--- src/hdl/uer_pkg.sv ---
// Package for the ultrasonic echo ranger: phase type, register map,
// reset values and the width-to-distance conversion. No dependencies.
package uer_pkg;

    // Field and register widths
    localparam int TRIG_W  = 10;
    localparam int TMO_W   = 16;
    localparam int PAUSE_W = 16;
    localparam int CNT_W   = 17;
    localparam int WIDTH_W = 16;
    localparam int DIST_W  = 14;
    localparam int ADDR_W  = 4;
    localparam int DATA_W  = 32;

    // Register indexes (paddr[3:2])
    localparam logic [1:0] REG_TRIGGER = 2'd0;
    localparam logic [1:0] REG_TIMEOUT = 2'd1;
    localparam logic [1:0] REG_PAUSE   = 2'd2;

    // Register reset values
    localparam logic [TRIG_W-1:0]  TRIG_RST  = 10'd10;
    localparam logic [TMO_W-1:0]   TMO_RST   = 16'd30000;
    localparam logic [PAUSE_W-1:0] PAUSE_RST = 16'd60000;

    // Measurement cycle phases
    typedef enum logic [1:0] {
        PH_TRIGGER   = 2'd0,
        PH_WAIT_RISE = 2'd1,
        PH_MEASURE   = 2'd2,
        PH_PAUSE     = 2'd3
    } t_phase;

    // floor(y / 29) for y below 2^19 as (y * DIV_MUL) >> DIV_SHIFT
    localparam int          DIV_SHIFT = 24;
    localparam logic [19:0] DIV_MUL   = 20'd578525;

    // Distance in tenths of a cm: (10*w + 29) / 58, halved first, then / 29
    function automatic logic [DIST_W-1:0] dist_from_width(input logic [WIDTH_W-1:0] w);
        logic [19:0] num;
        logic [18:0] half;
        logic [38:0] prod;
        num  = ({4'd0, w} << 3) + ({4'd0, w} << 1) + 20'd29;
        half = num[19:1];
        prod = {20'd0, half} * {19'd0, DIV_MUL};
        return prod[DIV_SHIFT+DIST_W-1:DIV_SHIFT];
    endfunction

endpackage

--- src/hdl/ultrasonic_echo_ranger.sv ---
// Ultrasonic echo ranger top level: phase sequencer, tick counter,
// register port and output register. Depends on uer_pkg.
//
// Use: feed one word per microsecond tick on the input channel
// (i_in_valid / o_in_stall, payload i_echo_level). Every accepted word
// yields exactly one result word on the output channel (o_out_valid /
// i_out_stall) carrying the trigger level for that tick and, on the tick
// a measurement ends, measure_done with no_echo, echo width in us and
// distance in tenths of a cm.
// The result of a word is registered when the word is accepted and shows in the next cycle.
// Throughput: one word per cycle unless a result is held under stall; the
// phase and count update and the constant-reciprocal divide sit between the
// phase registers and the output register, so nothing iterates.
// Stall: while a result waits under i_out_stall the output register holds
// and o_in_stall rises; a waiting result is taken and a new word accepted
// in the same cycle once the stall drops.
// Reset (synchronous, active low): phase returns to trigger with a zero
// count, registers take their defaults, the output register empties.
// Registers sit at byte addresses 0, 4 and 8 and must be written by the user only
// while the block is idle; the block itself does not enforce this.
module ultrasonic_echo_ranger
    import uer_pkg::*;
(
    input  logic                i_clk,
    input  logic                i_rst_n,
    // input channel
    input  logic                i_in_valid,
    output logic                o_in_stall,
    input  logic                i_echo_level,
    // output channel
    output logic                o_out_valid,
    input  logic                i_out_stall,
    output logic                o_trigger_level,
    output logic                o_measure_done,
    output logic                o_no_echo,
    output logic [WIDTH_W-1:0]  o_echo_width_us,
    output logic [DIST_W-1:0]   o_distance_tenths_cm,
    // register port
    input  logic                psel,
    input  logic                penable,
    input  logic                pwrite,
    input  logic [ADDR_W-1:0]   paddr,
    input  logic [DATA_W-1:0]   pwdata,
    output logic [DATA_W-1:0]   prdata,
    output logic                pready
);

    logic [TRIG_W-1:0]  r_trig_ticks;
    logic [TMO_W-1:0]   r_tmo_ticks;
    logic [PAUSE_W-1:0] r_pause_ticks;

    t_phase             r_phase, n_phase;
    logic [CNT_W-1:0]   r_count, n_count;

    logic               r_out_valid, n_out_valid;
    logic               r_trig, n_trig;
    logic               r_done, n_done;
    logic               r_none, n_none;
    logic [WIDTH_W-1:0] r_width, n_width;
    logic [DIST_W-1:0]  r_dist, n_dist;

    logic               in_acc;
    logic               cfg_wr;
    logic [1:0]         cfg_idx;
    logic [CNT_W-1:0]   cnt_inc;
    logic [CNT_W-1:0]   trig_len;
    logic               inc_over_tmo;
    logic               tmo_zero;
    logic               finish;
    logic               fail;

    // Register port
    assign pready  = 1'b1;
    assign cfg_wr  = psel && penable && pwrite;
    assign cfg_idx = paddr[3:2];

    always_ff @(posedge i_clk) begin
        if (!i_rst_n) begin
            r_trig_ticks  <= TRIG_RST;
            r_tmo_ticks   <= TMO_RST;
            r_pause_ticks <= PAUSE_RST;
        end else if (cfg_wr) begin
            case (cfg_idx)
                REG_TRIGGER: r_trig_ticks  <= pwdata[TRIG_W-1:0];
                REG_TIMEOUT: r_tmo_ticks   <= pwdata[TMO_W-1:0];
                REG_PAUSE:   r_pause_ticks <= pwdata[PAUSE_W-1:0];
                default: ;
            endcase
        end
    end

    always_comb begin
        case (cfg_idx)
            REG_TRIGGER: prdata = {{(DATA_W-TRIG_W){1'b0}}, r_trig_ticks};
            REG_TIMEOUT: prdata = {{(DATA_W-TMO_W){1'b0}}, r_tmo_ticks};
            REG_PAUSE:   prdata = {{(DATA_W-PAUSE_W){1'b0}}, r_pause_ticks};
            default:     prdata = '0;
        endcase
    end

    // Handshake: take a word unless a result is held under stall
    assign o_in_stall = r_out_valid && i_out_stall;
    assign in_acc     = i_in_valid && !o_in_stall;

    // Shared counter terms
    assign cnt_inc      = r_count + 1'b1;
    assign inc_over_tmo = cnt_inc > {1'b0, r_tmo_ticks};
    assign tmo_zero     = (r_tmo_ticks == '0);
    assign trig_len     = (r_trig_ticks == '0) ? CNT_W'(1)
                                               : {{(CNT_W-TRIG_W){1'b0}}, r_trig_ticks};

    // Decide whether this tick ends the measurement, and how
    always_comb begin
        finish = 1'b0;
        fail   = 1'b0;
        case (r_phase)
            PH_WAIT_RISE: begin
                finish = i_echo_level ? tmo_zero : inc_over_tmo;
                fail   = finish;
            end
            PH_MEASURE: begin
                finish = !i_echo_level || inc_over_tmo;
                fail   = i_echo_level;
            end
            default: ;
        endcase
    end

    // Next phase and count
    always_comb begin
        n_phase = r_phase;
        n_count = cnt_inc;
        if (finish) begin
            n_phase = (r_pause_ticks == '0) ? PH_TRIGGER : PH_PAUSE;
            n_count = '0;
        end else begin
            case (r_phase)
                PH_WAIT_RISE: begin
                    if (i_echo_level) begin
                        n_phase = PH_MEASURE;
                        n_count = CNT_W'(1);
                    end
                end
                PH_MEASURE: ;
                PH_PAUSE: begin
                    if (cnt_inc >= {1'b0, r_pause_ticks}) begin
                        n_phase = PH_TRIGGER;
                        n_count = '0;
                    end
                end
                default: begin
                    if (cnt_inc >= trig_len) begin
                        n_phase = PH_WAIT_RISE;
                        n_count = '0;
                    end
                end
            endcase
        end
    end

    // Result word for this tick
    always_comb begin
        n_trig  = (r_phase == PH_TRIGGER);
        n_done  = finish;
        n_width = '0;
        if (finish && !fail) begin
            n_width = r_count[WIDTH_W-1:0];
        end
        n_none  = finish && (n_width == '0);
        n_dist  = (n_width == '0) ? '0 : dist_from_width(n_width);
    end

    // Output register: load on accept, drop once taken
    always_comb begin
        if (in_acc) begin
            n_out_valid = 1'b1;
        end else if (!i_out_stall) begin
            n_out_valid = 1'b0;
        end else begin
            n_out_valid = r_out_valid;
        end
    end

    // Control state
    always_ff @(posedge i_clk) begin
        if (!i_rst_n) begin
            r_phase     <= PH_TRIGGER;
            r_count     <= '0;
            r_out_valid <= 1'b0;
        end else begin
            r_out_valid <= n_out_valid;
            if (in_acc) begin
                r_phase <= n_phase;
                r_count <= n_count;
            end
        end
    end

    // Result payload
    always_ff @(posedge i_clk) begin
        if (in_acc) begin
            r_trig  <= n_trig;
            r_done  <= n_done;
            r_none  <= n_none;
            r_width <= n_width;
            r_dist  <= n_dist;
        end
    end

    assign o_out_valid          = r_out_valid;
    assign o_trigger_level      = r_trig;
    assign o_measure_done       = r_done;
    assign o_no_echo            = r_none;
    assign o_echo_width_us      = r_width;
    assign o_distance_tenths_cm = r_dist;

endmodule

--- config.mk ---
export PLATFORM = sky130hd
export DESIGN_NAME = ultrasonic_echo_ranger
export DESIGN_NICKNAME = d
export VERILOG_FILES = /design/src/hdl/uer_pkg.sv /design/src/hdl/ultrasonic_echo_ranger.sv
export SDC_FILE = /design/constraint.sdc
export NUM_CORES = 1
export LEC_CHECK = 0
export BUFFER_PORTS_ARGS = -buffer_cell sky130_fd_sc_hd__buf_4
export CORE_MARGIN = 10
export CORE_UTILIZATION = 55
export CTS_CLUSTER_DIAMETER = 150
export DETAILED_ROUTE_END_ITERATION = 16
export PLACE_DENSITY_LB_ADDON = 0.2
export SKIP_LAST_GASP = 1
export SLEW_MARGIN = 15
export SYNTH_ARGS = -nofsm -noshare
export SYNTH_HDL_FRONTEND = slang
export SYNTH_SLANG_ARGS = --single-unit
--- constraint.sdc ---
create_clock -name i_clk -period 14.05 [get_ports i_clk]
set_clock_uncertainty 0.15 [all_clocks]
set_input_delay 0.7025 -clock i_clk [delete_from_list [all_inputs] [get_ports i_clk]]
set_output_delay 0.7025 -clock i_clk [all_outputs]
set_load 0.005 [all_outputs]
Yosys cells after proc, flatten, opt, wreduce, memory -nomap -nowiden

Cells that the tools add are included.

Flip-flop bits (word level): 95
Bits in latches: 0
Memory bits (writable): 0
Memory bits (read-only): 0
Input port bits: 44
Word-level logic and storage cells: 67
Memories kept: 0

Add/sub/neg operators: 3
Multiply operators: 1
Div/mod/pow operators: 0
Order comparisons: 3
Equality and inequality tests: 9
Shift operators: 0
Multiplexer cells: 19
Bitwise gates (word level): 0
Reductions and logical operators: 21

Operators with widths:

| cell                   | number |
|---|---|
| $mux 17                | 4 |
| $pmux 17 s3            | 1 |
| $logic_not 16->1       | 3 |
| $pmux 16 s3            | 1 |
| $mul 19x20->38 const B | 1 |
| $add 19x17->20         | 1 |
| $add 20x5->20 const B  | 1 |
| $add 17x1->17 const B  | 1 |
| $ge 17x10->1           | 1 |
| $ge 17x16->1           | 1 |
| $gt 17x16->1           | 1 |
| $mux 16                | 1 |
| $logic_not 10->1       | 1 |
| $mux 10                | 1 |
| $mux 2                 | 5 |
| $eq 2x2->1 const B     | 3 |
| $logic_and 1x1->1      | 6 |
| $ne 3x3->1 const B     | 2 |
| $pmux 2 s3             | 1 |
| $reduce_and 2->1       | 3 |
| $reduce_and 5->1       | 1 |
| $eq 2x1->1 const B     | 2 |
| $logic_not 2->1        | 2 |
| $pmux 1 s2             | 2 |
| other kinds (6)        | 10 |

Longest topological paths before layout

Depth after elaboration: 10
Gate-level depth with buffers: 52

Least setup slack after synthesis

OpenSTA, ideal clock, no wires.

Path kind: register -> register
Start: reg r_count[0]
End: reg r_dist[9] (netlist: o_distance_tenths_cm[9]) (data pin)
Library setup time: 266 ps
Arrival time: 10832 ps
Path slack: 2802 ps
Cell stages (with the launch flop): 48
Path buffers: 2
Period minus slack after synthesis: 11248 ps
Path through: dfxtp_1 clkbuf_1 nand4_1 or2_2 nor2_1 xor2_1 ha_1 o21ai_0 nor2_1 o31ai_1 a21oi_1 o311ai_2 and2_1 clkbuf_1 nand2_1 ha_1 inv_1 ha_1 [12 not listed] fa_1 inv_1 fa_1 fa_1 fa_1 inv_1 fa_1 inv_1 ha_1 a21oi_1 nor2_1 a211oi_1 o21ai_0 a21oi_1 o21ai_0 or3_1 xnor2_1 nor2_1

Cells in the longest elaborated chain, start to end: 10

RTL lines:

| what                     | line                          | text |
|---|---|---|
| start: declaration       | ultrasonic_echo_ranger.sv:53  | `logic [CNT_W-1:0] r_count, n_count;` |
| start signal: assignment | ultrasonic_echo_ranger.sv:194 | `r_count <= n_count;` |
| $add 17x1->17            | ultrasonic_echo_ranger.sv:106 | `assign cnt_inc = r_count + 1'b1;` |
| $gt 17x16->1             | ultrasonic_echo_ranger.sv:107 | `assign inc_over_tmo = cnt_inc > {1'b0, r_tmo_ticks};` |
| $mux 1                   | ultrasonic_echo_ranger.sv:118 | `finish = i_echo_level ? tmo_zero : inc_over_tmo;` |
| $pmux 1 s2               | ultrasonic_echo_ranger.sv:116 | `case (r_phase)` |
| $logic_not 1->1          | ultrasonic_echo_ranger.sv:166 | `if (finish && !fail) begin` |
| $logic_and 1x1->1        | ultrasonic_echo_ranger.sv:166 |  |
| $mux 16 *                | ultrasonic_echo_ranger.sv:166 |  |
| $add 19x17->20           | uer_pkg.sv:42                 | `num = ({4'd0, w} << 3) + ({4'd0, w} << 1) + 20'd29;` |
| $add 20x5->20            | uer_pkg.sv:42                 |  |
| $mul 19x20->38           | uer_pkg.sv:44                 | `prod = {20'd0, half} * {19'd0, DIV_MUL};` |
| end signal: assignment   | ultrasonic_echo_ranger.sv:206 | `r_dist <= n_dist;` |
| end: declaration         | ultrasonic_echo_ranger.sv:60  | `logic [DIST_W-1:0] r_dist, n_dist;` |

Mark *: on every way between the ends. The rest lies on a longest branch, timed or not.
A chain may end at the register's enable or synchronous reset.

Worst setup path in the final report

Start: reg r_count[1]
End: reg r_dist[11] (netlist: o_distance_tenths_cm[11]) (data pin)

The elaborated chain is that of the path after synthesis.

==> results by group <==
Logic synthesis
  • Synth area leaders: ha_1, fa_1, inv_1
  • Post-synthesis sequential area ratio: 0.165
  • Synth Warn #: 0
  • Area leader, netlist: ha_1
  • Syn_area_per_cell: 8.80 um2
  • Netlist Area Pre-Place: 13,500 um2
  • Top-area cell type share of the netlist area: 0.213
  • Yosys cell types: 68
  • Ys async rst share: 0
  • EDFF count, synth: 33
  • Synthesized flop and latch total: 95
  • Prevailing post-synth register cell: dfxtp_1
  • Post-Synthesis Cells: about 1,500

Clock tree
  • Clk buf depth: 2
  • Hold_buf cts: 0
  • Clock transition at path regs: roughly 0.080 ns
  • CTS tree: built
  • # H-tree levels: 3
  • Clock insertion delay at the later pin of the skew report: about 0.36 ns
  • Post_cts resized: 0
  • Root buffer cell: clkbuf_16
  • CTS sink cnt: 95
  • Clock buffer count from CTS: 9
  • Setup Buffers After CTS: 0

Drt
  • Drt first pass iters: 7
  • Drt total wl: roughly 35 mm
  • DR vias/cell: 5.49
  • Iter 0 DRT Violations: ~570
  • Routed vias: 10,600
  • Post-route DRC violation count: 0
  • Routed Antenna Nets: 0
  • WL/cell: ~18 um

Global routing
  • Initial antenna violation count: 0
  • GRT Total Usage: 0.228
  • Grt ovf: 0
  • Global-route wire length before repair: ~57 mm
  • Vias in the first global route: 10,800
  • Pin count of the biggest net entering global routing: 67

Floorplanning
  • Starting density of the core: 0.558
  • Core area: 24,200 um2
  • Die Y: between 150 and 200 um
  • Io pins: about 110
  • Die X: 177 um
  • Num rows: 57
  • Die Area: 31,300 um2

Pwr
  • PwrDens: between 40 and 50 nW/um2
  • Maximum VDD drop: between 50 and 60 uV
  • P_leak: about 7.9 nW
  • Final Power: 0.615 mW

Worst setup path
  • Worst path required time: approximately 14 ns
  • CP most frequent cell: inv_1
  • Max stage delay on crit path: about 0.6 ns
  • Worst setup SP type: flop
  • Worst-path fanout max: 13
  • CP arrival: around 13 ns
  • Slowest-stage cell, CP: fa_1
  • Setup CP Type: reg -> reg
  • Crit end category: flop

Finish
  • Multi-input logic area: 9780 um2
  • Reg area: around 2200 um2
  • Post-Route Utilization: 0.610
  • Antenna Diode Count: 0
  • Layout cells sized above 1: 0.0816
  • Area growth, synth to finish: 9.27%
  • Final Non-Filler Cells: between 1,500 and 2,000
  • Fillers: around 2,200
  • Fin nets: 2,028

Placed design
  • Gpl congestion: between 0.9 and 1
  • Placed Instances: between 1,500 and 2,000
  • I/O Buffers: 76
  • Post-DP HPWL: just under 30 mm

STA
  • Final TNS setup: 0 ns
  • Worst-margin pin slew: roughly 1.1 ns
  • RSZ-0062 raised after global routing: false
  • Final setup fails: 0
  • Final min period: 13.09 ns
  • Fmax: 76.4 MHz
  • Final Slew Violations: 0
  • Final Cycle Share: 0.932
  • Final hold viol count: 0
  • Max_slew headroom: 0.229

Hold path
  • HP Class: reg -> reg

Outcome
  • Status: finished, final reports clean

Run
  • Max cap viols: 0
==> path summary, 6_finish.rpt <==
kind,from,end,slack (ns),depth (start not counted)
hold / removal,r_trig_ticks[0],r_trig_ticks[0],0.34,2
setup reg to reg,r_count[1],o_distance_tenths_cm[11],0.96,52
hold reg to reg,r_trig_ticks[0],r_trig_ticks[0],0.34,2
setup / recovery,r_count[1],o_distance_tenths_cm[11],0.96,52
==> layout by cell type (no fill, tap or decap), drive strengths merged, types with 6 or more instances in the layout <==
cell    netlist  routed
a21oi        49      49
nand2       146     146
nor3         12      12
dfxtp        62      62
inv         356     360
o21a          7       7
a211oi        8       8
ha          230     230
o21ai        47      47
and3         22      22
and2          8       8
a31oi        14      14
mux2i        12      12
clkbuf       29       9
nor2         43      43
nand3        35      35
a21boi       39      39
nand4        25      25
fa          142     142
xnor2        25      25
xor2         18      18
o211ai       21      21
buf          20      97
nand2b        9       9
nor2b        10      10
a21o         35      35
nor4         12      12
conb          2      17
a22o          6       6
edfxtp       33      33
==> synth_stat cells, types with 30 or more instances <==
library cell and instances:
fa_1 142, a21o_1 35, inv_1 356, o21ai_0 46
ha_1 230, a21oi_1 49, dfxtp_1 62, nand3_1 35
a21boi_0 30, nand2_1 146, nor2_1 43, edfxtp_1 33
==> layout make-up <==
type                       instances  share of cell area
clock buffer                       9              0.0152
clock inverter                     7             0.00592
inverter                         357              0.0906
multi-input combinational       1052               0.661
sequential                        95               0.151
tap                              324              0.0274
timing repair buffer              97              0.0492
==> cells by family (layout without fill, tap and decap cells) <==
group           after synthesis  count (layout)  synth area share
simple gates                348             348             0.126
buf+inv                     406             470             0.118
compound gates              259             259             0.129
mux                          13              13           0.00970
xor+xnor                     43              43            0.0292
fa+ha+maj                   372             372             0.423
flops                        95              95             0.165
other cells                   2              17          0.000555
==> stage by stage <==
step	worst slack, ns	hold WS (ns)	area, um2
floorplan	2.80	0.306	13600
global placement	1.22	0.320	14500
detailed placement	1.07	0.335	14500
CTS	0.974	0.345	14800
global route	0.179	0.367	14800
finish	0.961	0.342	14800
==> registers in the layout, summed over array words and instances, names as in the netlist <==
register              flops
r_pause_ticks            16
r_trig_ticks             10
r_count                  17
r_tmo_ticks              16
r_phase                   2
o_no_echo                 1
o_trigger_level           1
o_measure_done            1
o_distance_tenths_cm     14
o_out_valid               1
o_echo_width_us          16
==> where the power goes <==
| group | total [mW] | switching (mW) | internal (mW) | leakage (nW) |
|---|---|---|---|---|
| Combinational | 0.0562 | 0.0308 | 0.0254 | 6.90 |
| Sequential | 0.295 | 0.00402 | 0.291 | 0.831 |
| Clock | 0.264 | 0.122 | 0.143 | 0.154 |
==> worst max-delay path: cells and delay by family (launching register included) <==
kind / cells / cell delay (ns)
and+or+nand+nor: 9 / 1.38
DFF: 1 / 0.43
buffers and inverters: 11 / 1.18
xor gates and xnor gates: 2 / 0.63
adders and majority gates: 12 / 5.29
AOI/OAI and AO/OA: 18 / 3.77
==> routing by layer <==
layer	vias to the layer above	GRT usage	share of wire
met4	0	0.0553	0.022
met3	51	0.0371	0.052
met2	287	0.390	0.49
met5	-	0	0
met1	5147	0.294	0.43
li1	5164	-	-
(Power assumes the default switching activity.)
